`src/rtl/um32_pkg.sv`:
```
// ----------------------------------------------------------------------------
// um32_pkg: shared types and constants of the UM-32 execute unit
// Result kinds, opcodes, field positions, controller states and the
// command/status bundles between controller and datapath.
// ----------------------------------------------------------------------------
package um32_pkg;

   localparam int WORD_W    = 32;
   localparam int NUM_REGS  = 8;
   localparam int REG_IDX_W = $clog2(NUM_REGS);
   localparam int OP_W      = 4;
   localparam int IMM_W     = 25;

   // instruction field positions
   localparam int OP_LSB = 28;
   localparam int RI_LSB = 25;
   localparam int RA_LSB = 6;
   localparam int RB_LSB = 3;
   localparam int RC_LSB = 0;

   localparam int CHAR_W = 8;

   typedef enum logic [3:0] {
      K_DONE       = 4'd0,
      K_LOAD       = 4'd1,
      K_STORE      = 4'd2,
      K_ALLOC      = 4'd3,
      K_FREE       = 4'd4,
      K_OUT        = 4'd5,
      K_IN         = 4'd6,
      K_LOADPROG   = 4'd7,
      K_HALT       = 4'd8,
      K_BADOP      = 4'd9,
      K_DIV0       = 4'd10,
      K_UNEXPECTED = 4'd11
   } kind_type;

   localparam logic [OP_W-1:0] OP_CMOV     = 4'd0;
   localparam logic [OP_W-1:0] OP_LOAD     = 4'd1;
   localparam logic [OP_W-1:0] OP_STORE    = 4'd2;
   localparam logic [OP_W-1:0] OP_ADD      = 4'd3;
   localparam logic [OP_W-1:0] OP_MUL      = 4'd4;
   localparam logic [OP_W-1:0] OP_DIV      = 4'd5;
   localparam logic [OP_W-1:0] OP_NAND     = 4'd6;
   localparam logic [OP_W-1:0] OP_HALT     = 4'd7;
   localparam logic [OP_W-1:0] OP_ALLOC    = 4'd8;
   localparam logic [OP_W-1:0] OP_FREE     = 4'd9;
   localparam logic [OP_W-1:0] OP_OUT      = 4'd10;
   localparam logic [OP_W-1:0] OP_IN       = 4'd11;
   localparam logic [OP_W-1:0] OP_LOADPROG = 4'd12;
   localparam logic [OP_W-1:0] OP_IMM      = 4'd13;

   typedef enum logic [2:0] {
      S_IDLE,
      S_CHECK,
      S_RD_C,
      S_RD_A,
      S_OPA,
      S_EXEC,
      S_DIV,
      S_WB
   } state_type;

   typedef enum logic [1:0] {
      RD_B,
      RD_C,
      RD_A
   } rd_sel_type;

   typedef enum logic [2:0] {
      WS_REPLY,
      WS_IMM,
      WS_MOVE,
      WS_ADD,
      WS_NAND,
      WS_PROD,
      WS_QUO
   } wsrc_type;

   typedef enum logic [1:0] {
      WD_A,
      WD_IMM,
      WD_PEND
   } wdst_type;

   typedef enum logic [1:0] {
      AW_A,
      AW_B,
      AW_C
   } await_sel_type;

   typedef enum logic [1:0] {
      PC_HOLD,
      PC_INC,
      PC_JUMP
   } pc_op_type;

   typedef struct packed {
      logic          cap_item;
      rd_sel_type    rd_sel;
      logic          cap_b;
      logic          cap_c;
      logic          cap_a;
      logic          cap_prod;
      logic          div_start;
      logic          wr_en;
      wsrc_type      wr_src;
      wdst_type      wr_dst;
      logic          emit;
      kind_type      kind;
      pc_op_type     pc_op;
      logic          set_halt;
      logic          set_await;
      await_sel_type await_dst;
      logic          clr_await;
   } cmd_type;

   typedef struct packed {
      logic            func;
      logic [OP_W-1:0] op;
      logic            halted;
      logic            awaiting;
      logic            vb_zero;
      logic            vc_zero;
      logic            div_done;
   } stat_type;

endpackage

```
`src/rtl/um32_req_if.sv`:
```
// ----------------------------------------------------------------------------
// um32_req_if: input channel of the UM-32 execute unit
// Valid/ready channel carrying an instruction word or a reply word.
// ----------------------------------------------------------------------------
interface um32_req_if;
   logic                         valid;
   logic                         ready;
   logic                         func;
   logic [um32_pkg::WORD_W-1:0]  word;

   modport source (output valid, output func, output word, input ready);
   modport sink   (input valid, input func, input word, output ready);
endinterface

```
`src/rtl/um32_rsp_if.sv`:
```
// ----------------------------------------------------------------------------
// um32_rsp_if: result channel of the UM-32 execute unit
// Valid/ready channel carrying the result kind, request operands and pc.
// ----------------------------------------------------------------------------
interface um32_rsp_if;
   logic                         valid;
   logic                         ready;
   um32_pkg::kind_type           kind;
   logic [um32_pkg::WORD_W-1:0]  arg_a;
   logic [um32_pkg::WORD_W-1:0]  arg_b;
   logic [um32_pkg::WORD_W-1:0]  arg_c;
   logic [um32_pkg::WORD_W-1:0]  next_pc;

   modport source (output valid, output kind, output arg_a, output arg_b, output arg_c,
                   output next_pc, input ready);
   modport sink   (input valid, input kind, input arg_a, input arg_b, input arg_c,
                   input next_pc, output ready);
endinterface

```
`src/rtl/um32_instruction_execute_unit.sv`:
```
// ----------------------------------------------------------------------------
// um32_instruction_execute_unit: execute core of the UM-32 machine
// The input channel req_port carries either a fetched instruction word
// (func 0) or the reply word to an earlier load, alloc or input request
// (func 1). Each accepted beat yields exactly one beat on rsp_port: a kind,
// up to three request operands and the program counter after the item.
// Items are handled one at a time. Replies, load-immediate, halt, bad
// opcodes and any item refused as unexpected or after halt finish in the
// check state; register ops and requests first read their three operands
// in turn through the single register file read port; multiply also
// registers the product, and divide waits for the one-bit-per-cycle
// divider. The core returns to idle between items.
// The result register frees the core: the next item is accepted while a
// result still waits, and the core stalls only when it must emit a second.
// Synchronous reset clears the registers (they read as zero until written),
// the pc, the pending-reply state and the halt flag; nothing needs clearing.
// ----------------------------------------------------------------------------
module um32_instruction_execute_unit (
   input  logic         clock,
   input  logic         reset,
   um32_req_if.sink     req_port,
   um32_rsp_if.source   rsp_port
);
   import um32_pkg::*;

   cmd_type  cmd;
   stat_type stat;

   um32_ctrl u_ctrl (
      .clock     (clock),
      .reset     (reset),
      .req_valid (req_port.valid),
      .req_ready (req_port.ready),
      .rsp_valid (rsp_port.valid),
      .rsp_ready (rsp_port.ready),
      .stat      (stat),
      .cmd       (cmd)
   );

   um32_dp u_dp (
      .clock       (clock),
      .reset       (reset),
      .req_func    (req_port.func),
      .req_word    (req_port.word),
      .cmd         (cmd),
      .stat        (stat),
      .rsp_kind    (rsp_port.kind),
      .rsp_arg_a   (rsp_port.arg_a),
      .rsp_arg_b   (rsp_port.arg_b),
      .rsp_arg_c   (rsp_port.arg_c),
      .rsp_next_pc (rsp_port.next_pc)
   );

endmodule

```
`src/rtl/um32_ram.sv`:
```
// ----------------------------------------------------------------------------
// um32_ram: generic single-port-write, single-port-read RAM
// One write and one read per cycle; read data is registered.
// ----------------------------------------------------------------------------
module um32_ram #(
   parameter int WIDTH = 32,
   parameter int DEPTH = 8
) (
   input  logic                     clock,
   input  logic                     wr_en,
   input  logic [$clog2(DEPTH)-1:0] wr_addr,
   input  logic [WIDTH-1:0]         wr_data,
   input  logic [$clog2(DEPTH)-1:0] rd_addr,
   output logic [WIDTH-1:0]         rd_data
);

   logic [WIDTH-1:0] mem_ff [DEPTH];
   logic [WIDTH-1:0] rd_data_ff;

   always_ff @(posedge clock) begin
      if (wr_en) begin
         mem_ff[wr_addr] <= wr_data;
      end
      rd_data_ff <= mem_ff[rd_addr];
   end

   assign rd_data = rd_data_ff;

endmodule

```
`src/rtl/um32_div.sv`:
```
// ----------------------------------------------------------------------------
// um32_div: iterative unsigned divider
// Restoring division, one quotient bit per cycle.
// ----------------------------------------------------------------------------
module um32_div (
   input  logic                        clock,
   input  logic                        reset,
   input  logic                        start,
   input  logic [um32_pkg::WORD_W-1:0] dividend,
   input  logic [um32_pkg::WORD_W-1:0] divisor,
   output logic                        done,
   output logic [um32_pkg::WORD_W-1:0] quotient
);
   import um32_pkg::*;

   localparam int CNT_W = $clog2(WORD_W);

   logic              busy_ff, busy_in;
   logic              done_ff, done_in;
   logic [CNT_W-1:0]  cnt_ff, cnt_in;
   logic [WORD_W-1:0] rem_ff, rem_in;
   logic [WORD_W-1:0] quo_ff, quo_in;
   logic [WORD_W-1:0] dvs_ff, dvs_in;
   logic [WORD_W:0]   shifted;
   logic [WORD_W:0]   diff;

   always_comb begin
      shifted = {rem_ff, quo_ff[WORD_W-1]};
      diff    = shifted - {1'b0, dvs_ff};
      busy_in = busy_ff;
      done_in = 1'b0;
      cnt_in  = cnt_ff;
      rem_in  = rem_ff;
      quo_in  = quo_ff;
      dvs_in  = dvs_ff;
      if (start) begin
         busy_in = 1'b1;
         cnt_in  = '0;
         rem_in  = '0;
         quo_in  = dividend;
         dvs_in  = divisor;
      end else if (busy_ff) begin
         // keep the trial difference when it did not go negative
         rem_in = diff[WORD_W] ? shifted[WORD_W-1:0] : diff[WORD_W-1:0];
         quo_in = {quo_ff[WORD_W-2:0], ~diff[WORD_W]};
         cnt_in = cnt_ff + 1'b1;
         if (cnt_ff == CNT_W'(WORD_W - 1)) begin
            busy_in = 1'b0;
            done_in = 1'b1;
         end
      end
   end

   always_ff @(posedge clock) begin
      if (reset) begin
         busy_ff <= 1'b0;
         done_ff <= 1'b0;
         cnt_ff  <= '0;
      end else begin
         busy_ff <= busy_in;
         done_ff <= done_in;
         cnt_ff  <= cnt_in;
      end
      rem_ff <= rem_in;
      quo_ff <= quo_in;
      dvs_ff <= dvs_in;
   end

   assign done     = done_ff;
   assign quotient = quo_ff;

   a_start_idle: assert property (@(posedge clock) disable iff (reset)
      start |-> !busy_ff)
      else $error("divider started while busy");

endmodule

```
`src/rtl/um32_dp.sv`:
```
// ----------------------------------------------------------------------------
// um32_dp: datapath of the UM-32 execute unit
// Register file, operand and product registers, pc, pending-reply state,
// halt flag, the divider and the result register.
// ----------------------------------------------------------------------------
module um32_dp (
   input  logic                        clock,
   input  logic                        reset,
   input  logic                        req_func,
   input  logic [um32_pkg::WORD_W-1:0] req_word,
   input  um32_pkg::cmd_type           cmd,
   output um32_pkg::stat_type          stat,
   output um32_pkg::kind_type          rsp_kind,
   output logic [um32_pkg::WORD_W-1:0] rsp_arg_a,
   output logic [um32_pkg::WORD_W-1:0] rsp_arg_b,
   output logic [um32_pkg::WORD_W-1:0] rsp_arg_c,
   output logic [um32_pkg::WORD_W-1:0] rsp_next_pc
);
   import um32_pkg::*;

   logic                 func_ff;
   logic [WORD_W-1:0]    word_ff;
   logic [WORD_W-1:0]    va_ff, vb_ff, vc_ff, prod_ff;
   logic [WORD_W-1:0]    pc_ff, pc_in;
   logic [REG_IDX_W-1:0] pend_ff, pend_in;
   logic                 await_ff, await_in;
   logic                 halt_ff, halt_in;
   logic [NUM_REGS-1:0]  valid_ff, valid_in;
   logic [REG_IDX_W-1:0] rd_addr, rd_addr_ff;
   logic [WORD_W-1:0]    ram_q, rd_val;
   logic                 wr_en;
   logic [REG_IDX_W-1:0] wr_addr;
   logic [WORD_W-1:0]    wr_data;
   logic [WORD_W-1:0]    div_quo;
   logic                 div_done;
   logic [REG_IDX_W-1:0] ia, ib, ic, ii;
   logic [WORD_W-1:0]    arg_a, arg_b, arg_c;

   kind_type             kind_ff;
   logic [WORD_W-1:0]    arg_a_ff, arg_b_ff, arg_c_ff, npc_ff;

   assign ia = word_ff[RA_LSB +: REG_IDX_W];
   assign ib = word_ff[RB_LSB +: REG_IDX_W];
   assign ic = word_ff[RC_LSB +: REG_IDX_W];
   assign ii = word_ff[RI_LSB +: REG_IDX_W];

   um32_ram #(
      .WIDTH (WORD_W),
      .DEPTH (NUM_REGS)
   ) u_regs (
      .clock   (clock),
      .wr_en   (wr_en),
      .wr_addr (wr_addr),
      .wr_data (wr_data),
      .rd_addr (rd_addr),
      .rd_data (ram_q)
   );

   um32_div u_div (
      .clock    (clock),
      .reset    (reset),
      .start    (cmd.div_start),
      .dividend (vb_ff),
      .divisor  (vc_ff),
      .done     (div_done),
      .quotient (div_quo)
   );

   // a register never written reads as zero
   assign rd_val = valid_ff[rd_addr_ff] ? ram_q : '0;

   always_comb begin
      unique case (cmd.rd_sel)
         RD_B:    rd_addr = ib;
         RD_C:    rd_addr = ic;
         RD_A:    rd_addr = ia;
         default: rd_addr = ib;
      endcase

      unique case (cmd.wr_dst)
         WD_A:    wr_addr = ia;
         WD_IMM:  wr_addr = ii;
         WD_PEND: wr_addr = pend_ff;
         default: wr_addr = ia;
      endcase

      unique case (cmd.wr_src)
         WS_REPLY: wr_data = word_ff;
         WS_IMM:   wr_data = WORD_W'(word_ff[IMM_W-1:0]);
         WS_MOVE:  wr_data = vb_ff;
         WS_ADD:   wr_data = vb_ff + vc_ff;
         WS_NAND:  wr_data = ~(vb_ff & vc_ff);
         WS_PROD:  wr_data = prod_ff;
         WS_QUO:   wr_data = div_quo;
         default:  wr_data = '0;
      endcase
      wr_en = cmd.wr_en;

      valid_in = valid_ff;
      if (cmd.wr_en) begin
         valid_in[wr_addr] = 1'b1;
      end

      unique case (cmd.pc_op)
         PC_HOLD: pc_in = pc_ff;
         PC_INC:  pc_in = pc_ff + 1'b1;
         PC_JUMP: pc_in = vc_ff;
         default: pc_in = pc_ff;
      endcase

      pend_in  = pend_ff;
      await_in = await_ff;
      if (cmd.set_await) begin
         await_in = 1'b1;
         unique case (cmd.await_dst)
            AW_A:    pend_in = ia;
            AW_B:    pend_in = ib;
            AW_C:    pend_in = ic;
            default: pend_in = ia;
         endcase
      end else if (cmd.clr_await) begin
         await_in = 1'b0;
      end
      halt_in = halt_ff | cmd.set_halt;

      arg_a = '0;
      arg_b = '0;
      arg_c = '0;
      unique case (cmd.kind)
         K_LOAD: begin
            arg_a = vb_ff;
            arg_b = vc_ff;
         end
         K_STORE: begin
            arg_a = va_ff;
            arg_b = vb_ff;
            arg_c = vc_ff;
         end
         K_ALLOC, K_FREE: begin
            arg_a = vc_ff;
         end
         K_OUT: begin
            arg_a = WORD_W'(vc_ff[CHAR_W-1:0]);
         end
         K_LOADPROG: begin
            arg_a = vb_ff;
            arg_b = vc_ff;
         end
         default: begin
         end
      endcase
   end

   always_ff @(posedge clock) begin
      if (reset) begin
         pc_ff    <= '0;
         pend_ff  <= '0;
         await_ff <= 1'b0;
         halt_ff  <= 1'b0;
         valid_ff <= '0;
      end else begin
         if (cmd.emit) begin
            pc_ff <= pc_in;
         end
         if (cmd.emit) begin
            pend_ff  <= pend_in;
            await_ff <= await_in;
            halt_ff  <= halt_in;
         end
         valid_ff <= valid_in;
      end
      rd_addr_ff <= rd_addr;
      if (cmd.cap_item) begin
         func_ff <= req_func;
         word_ff <= req_word;
      end
      if (cmd.cap_b) begin
         vb_ff <= rd_val;
      end
      if (cmd.cap_c) begin
         vc_ff <= rd_val;
      end
      if (cmd.cap_a) begin
         va_ff <= rd_val;
      end
      if (cmd.cap_prod) begin
         prod_ff <= vb_ff * vc_ff;
      end
      if (cmd.emit) begin
         kind_ff  <= cmd.kind;
         arg_a_ff <= arg_a;
         arg_b_ff <= arg_b;
         arg_c_ff <= arg_c;
         npc_ff   <= pc_in;
      end
   end

   assign stat.func     = func_ff;
   assign stat.op       = word_ff[OP_LSB +: OP_W];
   assign stat.halted   = halt_ff;
   assign stat.awaiting = await_ff;
   assign stat.vb_zero  = (vb_ff == '0);
   assign stat.vc_zero  = (vc_ff == '0);
   assign stat.div_done = div_done;

   assign rsp_kind    = kind_ff;
   assign rsp_arg_a   = arg_a_ff;
   assign rsp_arg_b   = arg_b_ff;
   assign rsp_arg_c   = arg_c_ff;
   assign rsp_next_pc = npc_ff;

   a_halt_sticky: assert property (@(posedge clock) disable iff (reset)
      halt_ff |=> halt_ff)
      else $error("halt flag cleared without reset");

   a_no_await_halted: assert property (@(posedge clock) disable iff (reset)
      !(await_ff && halt_ff))
      else $error("halted while a reply is pending");

endmodule

```
`src/rtl/um32_ctrl.sv`:
```
// ----------------------------------------------------------------------------
// um32_ctrl: sequencer of the UM-32 execute unit
// Accepts one item at a time, steps operand reads, execution and result
// emission, and owns the valid flag of the result register.
// ----------------------------------------------------------------------------
module um32_ctrl (
   input  logic               clock,
   input  logic               reset,
   input  logic               req_valid,
   output logic               req_ready,
   output logic               rsp_valid,
   input  logic               rsp_ready,
   input  um32_pkg::stat_type stat,
   output um32_pkg::cmd_type  cmd
);
   import um32_pkg::*;

   state_type state_ff, state_in;
   logic      rsp_valid_ff, rsp_valid_in;
   logic      out_free;

   always_comb begin
      state_in  = state_ff;
      cmd       = '0;
      req_ready = 1'b0;
      out_free  = !rsp_valid_ff || rsp_ready;

      unique case (state_ff)
         S_IDLE: begin
            req_ready    = 1'b1;
            cmd.cap_item = req_valid;
            if (req_valid) begin
               state_in = S_CHECK;
            end
         end

         S_CHECK: begin
            cmd.rd_sel = RD_B;
            priority if (stat.halted) begin
               if (out_free) begin
                  cmd.emit = 1'b1;
                  cmd.kind = K_HALT;
                  state_in = S_IDLE;
               end
            end else if (stat.func) begin
               if (out_free) begin
                  cmd.emit = 1'b1;
                  state_in = S_IDLE;
                  if (stat.awaiting) begin
                     cmd.kind      = K_DONE;
                     cmd.wr_en     = 1'b1;
                     cmd.wr_src    = WS_REPLY;
                     cmd.wr_dst    = WD_PEND;
                     cmd.clr_await = 1'b1;
                  end else begin
                     cmd.kind = K_UNEXPECTED;
                  end
               end
            end else if (stat.awaiting) begin
               if (out_free) begin
                  cmd.emit = 1'b1;
                  cmd.kind = K_UNEXPECTED;
                  state_in = S_IDLE;
               end
            end else if (stat.op == OP_IMM) begin
               if (out_free) begin
                  cmd.emit   = 1'b1;
                  cmd.kind   = K_DONE;
                  cmd.wr_en  = 1'b1;
                  cmd.wr_src = WS_IMM;
                  cmd.wr_dst = WD_IMM;
                  cmd.pc_op  = PC_INC;
                  state_in   = S_IDLE;
               end
            end else if (stat.op == OP_HALT || stat.op > OP_IMM) begin
               if (out_free) begin
                  cmd.emit     = 1'b1;
                  cmd.kind     = (stat.op == OP_HALT) ? K_HALT : K_BADOP;
                  cmd.set_halt = 1'b1;
                  state_in     = S_IDLE;
               end
            end else begin
               state_in = S_RD_C;
            end
         end

         S_RD_C: begin
            cmd.rd_sel = RD_C;
            cmd.cap_b  = 1'b1;
            state_in   = S_RD_A;
         end

         S_RD_A: begin
            cmd.rd_sel = RD_A;
            cmd.cap_c  = 1'b1;
            state_in   = S_OPA;
         end

         S_OPA: begin
            cmd.cap_a = 1'b1;
            state_in  = S_EXEC;
         end

         S_EXEC: begin
            unique case (stat.op)
               OP_MUL: begin
                  cmd.cap_prod = 1'b1;
                  state_in     = S_WB;
               end
               OP_DIV: begin
                  if (!stat.vc_zero) begin
                     cmd.div_start = 1'b1;
                     state_in      = S_DIV;
                  end else if (out_free) begin
                     cmd.emit     = 1'b1;
                     cmd.kind     = K_DIV0;
                     cmd.set_halt = 1'b1;
                     state_in     = S_IDLE;
                  end
               end
               default: begin
                  // hold until the result register can take the beat
                  if (out_free) begin
                     cmd.emit   = 1'b1;
                     cmd.kind   = K_DONE;
                     cmd.pc_op  = PC_INC;
                     cmd.wr_dst = WD_A;
                     state_in   = S_IDLE;
                     unique case (stat.op)
                        OP_CMOV: begin
                           cmd.wr_en  = !stat.vc_zero;
                           cmd.wr_src = WS_MOVE;
                        end
                        OP_LOAD: begin
                           cmd.kind      = K_LOAD;
                           cmd.set_await = 1'b1;
                           cmd.await_dst = AW_A;
                        end
                        OP_STORE: cmd.kind = K_STORE;
                        OP_ADD: begin
                           cmd.wr_en  = 1'b1;
                           cmd.wr_src = WS_ADD;
                        end
                        OP_NAND: begin
                           cmd.wr_en  = 1'b1;
                           cmd.wr_src = WS_NAND;
                        end
                        OP_ALLOC: begin
                           cmd.kind      = K_ALLOC;
                           cmd.set_await = 1'b1;
                           cmd.await_dst = AW_B;
                        end
                        OP_FREE: cmd.kind = K_FREE;
                        OP_OUT:  cmd.kind = K_OUT;
                        OP_IN: begin
                           cmd.kind      = K_IN;
                           cmd.set_await = 1'b1;
                           cmd.await_dst = AW_C;
                        end
                        OP_LOADPROG: begin
                           cmd.kind  = stat.vb_zero ? K_DONE : K_LOADPROG;
                           cmd.pc_op = PC_JUMP;
                        end
                        default: begin
                        end
                     endcase
                  end
               end
            endcase
         end

         S_DIV: begin
            if (stat.div_done) begin
               state_in = S_WB;
            end
         end

         S_WB: begin
            if (out_free) begin
               cmd.emit   = 1'b1;
               cmd.kind   = K_DONE;
               cmd.wr_en  = 1'b1;
               cmd.wr_src = (stat.op == OP_MUL) ? WS_PROD : WS_QUO;
               cmd.wr_dst = WD_A;
               cmd.pc_op  = PC_INC;
               state_in   = S_IDLE;
            end
         end

         default: begin
            state_in = S_IDLE;
         end
      endcase

      rsp_valid_in = cmd.emit ? 1'b1 : (rsp_ready ? 1'b0 : rsp_valid_ff);
   end

   always_ff @(posedge clock) begin
      if (reset) begin
         state_ff     <= S_IDLE;
         rsp_valid_ff <= 1'b0;
      end else begin
         state_ff     <= state_in;
         rsp_valid_ff <= rsp_valid_in;
      end
   end

   assign rsp_valid = rsp_valid_ff;

   a_emit_slot_free: assert property (@(posedge clock) disable iff (reset)
      cmd.emit |-> (!rsp_valid_ff || rsp_ready))
      else $error("result overwritten before it was taken");

   a_div_done_state: assert property (@(posedge clock) disable iff (reset)
      stat.div_done |-> state_ff == S_DIV)
      else $error("divider finished outside the divide wait");

endmodule
```
`src/flat_wrapper.sv`:
```
// flat-port wrapper written by rule: the top's interface ports become plain ports
module um32_instruction_execute_unit_flat import um32_pkg::*;
  (clock, reset, req_port_valid, req_port_func, req_port_word, req_port_ready, rsp_port_valid, rsp_port_kind, rsp_port_arg_a, rsp_port_arg_b, rsp_port_arg_c, rsp_port_next_pc, rsp_port_ready);
  um32_req_if req_port_i ();
  um32_rsp_if rsp_port_i ();
  input  logic clock;
  input  logic reset;
  input wire logic [$bits(req_port_i.valid)-1:0] req_port_valid;
  input wire logic [$bits(req_port_i.func)-1:0] req_port_func;
  input wire logic [$bits(req_port_i.word)-1:0] req_port_word;
  output wire logic [$bits(req_port_i.ready)-1:0] req_port_ready;
  output wire logic [$bits(rsp_port_i.valid)-1:0] rsp_port_valid;
  output wire logic [$bits(rsp_port_i.kind)-1:0] rsp_port_kind;
  output wire logic [$bits(rsp_port_i.arg_a)-1:0] rsp_port_arg_a;
  output wire logic [$bits(rsp_port_i.arg_b)-1:0] rsp_port_arg_b;
  output wire logic [$bits(rsp_port_i.arg_c)-1:0] rsp_port_arg_c;
  output wire logic [$bits(rsp_port_i.next_pc)-1:0] rsp_port_next_pc;
  input wire logic [$bits(rsp_port_i.ready)-1:0] rsp_port_ready;
  assign req_port_i.valid = req_port_valid;
  assign req_port_i.func = req_port_func;
  assign req_port_i.word = req_port_word;
  assign req_port_ready = req_port_i.ready;
  assign rsp_port_valid = rsp_port_i.valid;
  assign rsp_port_kind = rsp_port_i.kind;
  assign rsp_port_arg_a = rsp_port_i.arg_a;
  assign rsp_port_arg_b = rsp_port_i.arg_b;
  assign rsp_port_arg_c = rsp_port_i.arg_c;
  assign rsp_port_next_pc = rsp_port_i.next_pc;
  assign rsp_port_i.ready = rsp_port_ready;
  um32_instruction_execute_unit u_core (.clock(clock), .reset(reset), .req_port(req_port_i), .rsp_port(rsp_port_i));
endmodule
```
`config.mk`:
```
export PLATFORM = sky130hd
export DESIGN_NAME = um32_instruction_execute_unit_flat
export DESIGN_NICKNAME = d
export VERILOG_FILES = /design/src/rtl/um32_pkg.sv /design/src/rtl/um32_req_if.sv /design/src/rtl/um32_rsp_if.sv /design/src/rtl/um32_instruction_execute_unit.sv /design/src/rtl/um32_ram.sv /design/src/rtl/um32_div.sv /design/src/rtl/um32_dp.sv /design/src/rtl/um32_ctrl.sv /design/src/flat_wrapper.sv
export SDC_FILE = /design/constraint.sdc
export NUM_CORES = 2
export LEC_CHECK = 0
export BUFFER_PORTS_ARGS = -buffer_cell sky130_fd_sc_hd__buf_2
export CORE_MARGIN = 5
export CORE_UTILIZATION = 64
export CTS_CLUSTER_SIZE = 30
export DETAILED_ROUTE_END_ITERATION = 16
export PLACE_DENSITY_LB_ADDON = 0.25
export SLEW_MARGIN = 40
export SYNTH_ARGS = -nofsm -noshare
export SYNTH_HDL_FRONTEND = slang
export SYNTH_HIERARCHICAL = 1
export SYNTH_SLANG_ARGS = --single-unit
export TNS_END_PERCENT = 30
```
`constraint.sdc`:
```
create_clock -name clock -period 8.6 [get_ports clock]
set_input_delay 0.86 -clock clock [delete_from_list [all_inputs] [get_ports clock]]
set_output_delay 0.86 -clock clock [all_outputs]
set_load 0.005 [all_outputs]
```
# Word level (Yosys, flattened, before mapping)
# Memories as Yosys holds them, arrays and structs flattened. A register that Yosys moved wholly into a read port is not among the register bits.
# Cells that the tools add are included.
[word_totals] ff_bits=448 input_bits=37 memories=1 mem_bits_rw=256 output_inout_bits=134
[memory_table] name="u_core.u_dp.u_regs.mem_ff" depth=8 width=32 rd=1 rd_ports_with_merged_regs=1 write_ports=1 line_no="um32_ram.sv:17" source="logic [WIDTH-1:0] mem_ff [DEPTH];"
[classes] reduce_logical=21 n_bitwise=6 n_addsub=4 n_eq_ne=43 mux=94 order_cmp=4 multipliers=1
[op_table] operator="32-bit one-hot mux with 7 select lines" n=1
[op_table] operator="32-bit 2-to-1 mux" n=4
[op_table] operator="32-bit one-hot mux with 2 select lines" n=2
[op_table] operator="32-bit one-hot mux with 4 select lines" n=1
[op_table] operator="32-bit logical NOT" n=2
[op_table] operator="3-bit 2-to-1 mux" n=16
[op_table] operator="5-bit 2-to-1 mux" n=9
[op_table] operator="13-bit 2-to-1 mux" n=3
[op_table] operator="13-bit one-hot mux with 3 select lines" n=1
[op_table] operator="33-bit by 32-bit subtractor with 33-bit output" n=1
[op_table] operator="32-bit by 1-bit adder with 32-bit output (second input constant)" n=1
[op_table] operator="32-bit adder" n=1
[op_table] operator="32-bit bitwise AND" n=1
[op_table] operator="32-bit by 32-bit multiplier with 32-bit output" n=1
[op_table] operator="32-bit NOT" n=1
[op_table] operator="1-bit 2-to-1 mux" n=31
[op_table] operator="6-bit 2-to-1 mux" n=5
[op_table] operator="4-bit by 3-bit equality test with 1-bit output (second input constant)" n=7
[op_table] operator="4-bit equality test (second input constant)" n=6
[op_table] operator="3-bit one-hot mux with 2 select lines" n=4
[op_table] operator="3-bit one-hot mux with 8 select lines" n=1
[op_table] operator="11-bit 2-to-1 mux" n=2
[op_table] operator="3-bit equality test (second input constant)" n=7
[op_table] operator="3-bit one-hot mux with 7 select lines" n=1
[op_table] operator="other kinds (33)" n=64

# Logic depth before layout (Yosys ltp)
[depth] depth_word=16 mapped_depth=27 mapped_depth_nobuf=25

# Cells and area by module
# The synthesis kept the hierarchy.
[modules_own_cells] mod="um32_dp" area_each_um2=32294.7 cells_per_inst=3231 instances=1
[modules_own_cells] mod="um32_ram" area_each_um2=10466.3 cells_per_inst=415 instances=1
[modules_own_cells] mod="um32_div" area_each_um2=5990.7 cells_per_inst=575 instances=1
[modules_own_cells] mod="um32_ctrl" area_each_um2=809.5 cells_per_inst=125 instances=1

# Worst setup path before layout
# OpenSTA, ideal clock, no wires.
[synth_path] path_kind="reg-to-reg" start="reg u_core.u_dp.vb_ff[16]" end="reg u_core.u_dp.prod_ff[30], data pin" setup_slack_ps=1786 path_stages_with_launch=25 arrival_time_ps=6549 synth_period_minus_slack_ps=6814 setup_ps=266 path_buffers=2 path_cell_list="edfxtp_1 -> clkbuf_1 -> clkbuf_1 -> and2_1 -> fa_1 -> inv_1 -> fa_1 -> fa_1 -> fa_1 -> inv_1 -> fa_1 -> inv_1 -> fa_1 -> inv_1 -> fa_1 -> fa_1 -> ha_1 -> a21o_1 -> a21o_1 -> a21oi_1 -> o21ai_0 -> nor2_1 -> o221ai_1 -> o41ai_1 -> xnor2_1"
[synth_between] elab_chain_cells=1
[synth_rtl] item="start: declaration" line_no="um32_dp.sv:23" source="logic [WORD_W-1:0] va_ff, vb_ff, vc_ff, prod_ff;"
[synth_rtl] item="start signal: assignment" line_no="um32_dp.sv:178" source="vb_ff <= rd_val;"
[synth_rtl] item="32-bit by 32-bit multiplier with 32-bit output" line_no="um32_dp.sv:187" source="prod_ff <= vb_ff * vc_ff;"
[synth_rtl] item="end signal: assignment" line_no="um32_dp.sv:187"
[synth_rtl] item="end: declaration" line_no="um32_dp.sv:23"
# Every way passes these cells.
# A chain may end at the register's enable or synchronous reset.

# Worst setup path after layout
[layout_path] start="reg u_core.u_dp.vc_ff[3]" end="reg u_core.u_dp.prod_ff[31], data pin"
[layout_between] elab_chain_cells=1
[layout_rtl] item="start: declaration" line_no="um32_dp.sv:23"
[layout_rtl] item="start signal: assignment" line_no="um32_dp.sv:181" source="vc_ff <= rd_val;"
[layout_rtl] item="32-bit by 32-bit multiplier with 32-bit output" line_no="um32_dp.sv:187"
# Every way passes these cells.

==> metrics.md <==
| Metric | Value |
|---|---|
| Mapped cell area | 0.0496 mm² |
| IR drop worst, VDD | 0.000880 V |
| Number of buffers inserted by hold repair at cts | 0 |
| Num Clock Sinks | about 740 |
| Synth Area in XOR/XNOR | 0.0256 |
| Post-synthesis to final-layout area growth | 10.1% |
| Number of antenna violations at the first check in global routing | 6 |
| Clk Latency, worst-skew pair | approximately 650 ps |
| Hold violation total from the final report | 0 |
| Root buffer cell | clkbuf_16 |
| Largest family of logic cells by synthesized area | adder cells |
| Number of fill cells in the layout | 5,420 |
| Fin crit period | 7680 ps |
| Per-instance average area after synthesis | ~11 µm² |
| NumNets Final | 5,103 |
| Row count | 102 |
| Number of port buffers | 170 |
| Number of enable flip-flop cells after synthesis | 613 |
| Global-route congestion overflow total | 0 |
| Mux cell area share after synthesis | 0.0519 |
| Finish-stage setup viols | 0 |
| Critical path startpoint category | register |
| Synthesized Nets | 4,991 |
| Max_slew headroom | 0.370 |
| Total of cells resized after clock tree synthesis | 0 |
| Outcome | finished clean |
| Final Skew | slightly below 60 ps |
| Routed via count | about 36k |
| RSZ-0062 raised after global routing | no |
| Final ANT Viol Nets | 0 |
| Overall routed net length | roughly 150,000 µm |
| CTS HTree Levels | 3 |
| Part of the cycle the worst path needs | 0.893 |
| Number of buffers inserted to repair setup after CTS | 0 |
| Main synth FF type | edfxtp_1 |
| Share of flip-flops with an asynchronous set or reset | 0 |
| CP Capture Type | register |
| Pin count of the biggest net entering global routing | 97 |
| First-pass DRT Iterations | 7 |
| Detail-routed via count per cell | between 6 and 7 |
| Leakage power of the design | ~22 nW |
| Post-Route Hold Slack | about 380 ps |
| Total I/O pin count | around 170 |
| Highest clock frequency the design can meet | between 100 and 150 MHz |
| Data required time at the worst endpoint | 8970 ps |
| Biggest area contributors in the synthesized netlist | edfxtp_1 37%, fa_1 17%, ha_1 5.0% |
| Seq/Total Area, Yosys | 0.421 |
| # Max-Cap Violations | 0 |
| Power density relative to cell area | approximately 380 mW/mm² |
| Placer congestion estimate | between 0.9 and 1 |
| Critical path class | register to register |
| Final total negative setup slack | 0 ps |
| First-pass GRT wire length | 219,000 µm |
| Cell type with the highest aggregate area in the netlist | edfxtp_1 |
| Wire length per cell | 26.1 µm |
| TritonCTS buffer count | 77 |
| Distinct cell type count after synthesis | roughly 100 |
| Most frequent standard cell in the layout excluding fill and tap cells | edfxtp_1 |
| Synth Instances | about 4.3k |
| Remaining design rule violation count | 0 |
| Register bit total from synthesis | 736 |
| Multi-input gate area | 0.0258 mm² |
| Adder-cell share of the synthesized area | 0.216 |
| CORE AREA | around 0.077 mm² |
| Clock slew seen by the registers of the worst setup and hold paths | 70 ps |
| Initial Utilization | 0.643 |
| Die extent in y | about 290 µm |
| Fraction of final layout cells sized beyond drive strength 1 | 0.133 |
| Area used by sequential logic in the layout | 0.0209 mm² |
| Path class of the lowest-slack min-delay path | input pin to register |
| Number of warnings issued by yosys | 6 |
| Max Root-Sink Buffers | 3 |
| Simple logic cell fraction of the synthesized area | 0.126 |
| TritonCTS clock tree | built |
| Compound-cell area share of the yosys netlist | 0.0965 |
| Vias in the first global route | 35.6k |
| Final HPWL DP | 102,000 µm |
| Die Wd | 288 µm |
| Proportion of netlist area held by the largest area contributor | 0.371 |
| Drt first-iter violations | ~4.7k |
| Least-Margin Pin Slew | 945 ps |
| Highest-count cells in the layout ignoring fill and taps | 613 x edfxtp_1, 524 x inv_1, 446 x nand2_1 |
| Final count of pins violating max slew | 0 |
| Aggregate global-route resource usage | 0.350 |
| Top fanout value on the critical path | 18 |
| DIE AREA | ~0.083 mm² |
| Data arrival time at the worst-slack endpoint | between 8000 and 9000 ps |
[stage by stage]
step	utilization	cell area [µm²]	setup slack, ps	instances	power (mW)
floorplan	-	49600	1790	4346	13.6
global placement	0.669	51500	1060	5392	17.0
detailed placement	0.672	51800	1000	5409	17.0
CTS	0.706	54400	964	5551	20.7
global route	0.708	54600	647	5561	22.3
finish	0.708	54600	922	5563	21.0
[cell usage after synthesis, drive strengths merged, types with 13 or more instances]
cell,instances
a31oi,34
a311oi,26
o22ai,13
nor2b,68
buf,50
and3,19
a21o,37
a211oi,14
o21a,15
o211ai,18
edfxtp,613
nor4,30
a222oi,32
clkbuf,219
a22o,33
a22oi,26
dfxtp,123
nand4,19
nand2b,27
o221ai,23
o21ai,146
mux2i,19
and2,316
nand2,448
xnor2,102
ha,198
nand3,37
mux4,67
xor2,40
nor2,164
fa,410
inv,524
mux2,64
nor3,48
a21oi,167
[final cells by class]
type,instances,area share
diodes,2,0.0000917
clock buffers,106,0.0394
clock inverters,36,0.00910
inverters,525,0.0361
multi-input cells,2816,0.473
flip-flops and latches,736,0.383
well taps,1040,0.0239
repair buffers,302,0.0360
[worst paths after layout]
path,start,end,slack (ps),depth (start not counted)
worst max-delay path,u_core/u_dp/vc_ff[3]$_DFFE_PP_,u_core/u_dp/prod_ff[31]$_DFFE_PP_,920,21
worst min-delay path,req_port_word[7],u_core/u_dp/word_ff[7]$_DFFE_PP_,380,1
worst max register to register,u_core/u_dp/vc_ff[3]$_DFFE_PP_,u_core/u_dp/prod_ff[31]$_DFFE_PP_,920,21
worst min register to register,u_core/u_dp/valid_ff[7]$_SDFFE_PP0P_,u_core/u_dp/valid_ff[7]$_SDFFE_PP0P_,470,2
[critical path, stage by stage, from the launching register on]
cell and delay (ps):
edfxtp_1 860, buf_4 450, nand2_1 120, fa_1 530, inv_1 50, fa_1 470, inv_1 60, fa_1 490
fa_1 550, inv_1 50, fa_1 490, fa_1 500, fa_1 560, fa_1 440, ha_1 420, nand2_1 140
nor3_1 330, and3_1 240, a21oi_1 70, a31oi_1 260, o22ai_1 160, xnor2_1 150
[registers in the layout (all words and copies together) (netlist names), 4 cells and up]
name and count:
u_core/u_dp/u_regs/mem_ff 256, u_core/u_dp/pc_ff 32, u_core/u_dp/prod_ff 32, u_core/u_dp/rsp_arg_a 32, u_core/u_dp/rsp_arg_b 32, u_core/u_dp/rsp_arg_c 32
u_core/u_dp/rsp_next_pc 32, u_core/u_dp/u_div/dvs_ff 32, u_core/u_dp/u_div/quotient 32, u_core/u_dp/u_div/rem_ff 32, u_core/u_dp/u_regs/rd_data 32, u_core/u_dp/va_ff 32
u_core/u_dp/vb_ff 32, u_core/u_dp/vc_ff 32, u_core/u_dp/word_ff 32, u_core/u_dp/valid_ff 8, u_core/u_dp/u_div/cnt_ff 5, u_core/u_dp/rsp_kind 4
[report_power, final]
| part | internal, mW | switching (mW) | total [mW] |
|---|---|---|---|
| registers | 4.59 | 0.0980 | 4.68 |
| clock network | 1.97 | 1.47 | 3.44 |
| logic | 5.37 | 7.48 | 12.8 |
[metal layers]
metal | vias up | GRT usage | part of all wire
li1 | 15200 | - | -
met1 | 17600 | 0.484 | 0.38
met2 | 2281 | 0.531 | 0.44
met3 | 498 | 0.0802 | 0.12
met4 | 4 | 0.167 | 0.057
met5 | - | 0 | 0.00018
[cells by family after synthesis]
family	Yosys count
DFF	736
AOI/OAI and AO/OA	683
muxes	150
xor gates and xnor gates	142
and+or+nand+nor	1233
buffers and inverters	794
adders and majority gates	608
Power figures use the tool's default switching activity.
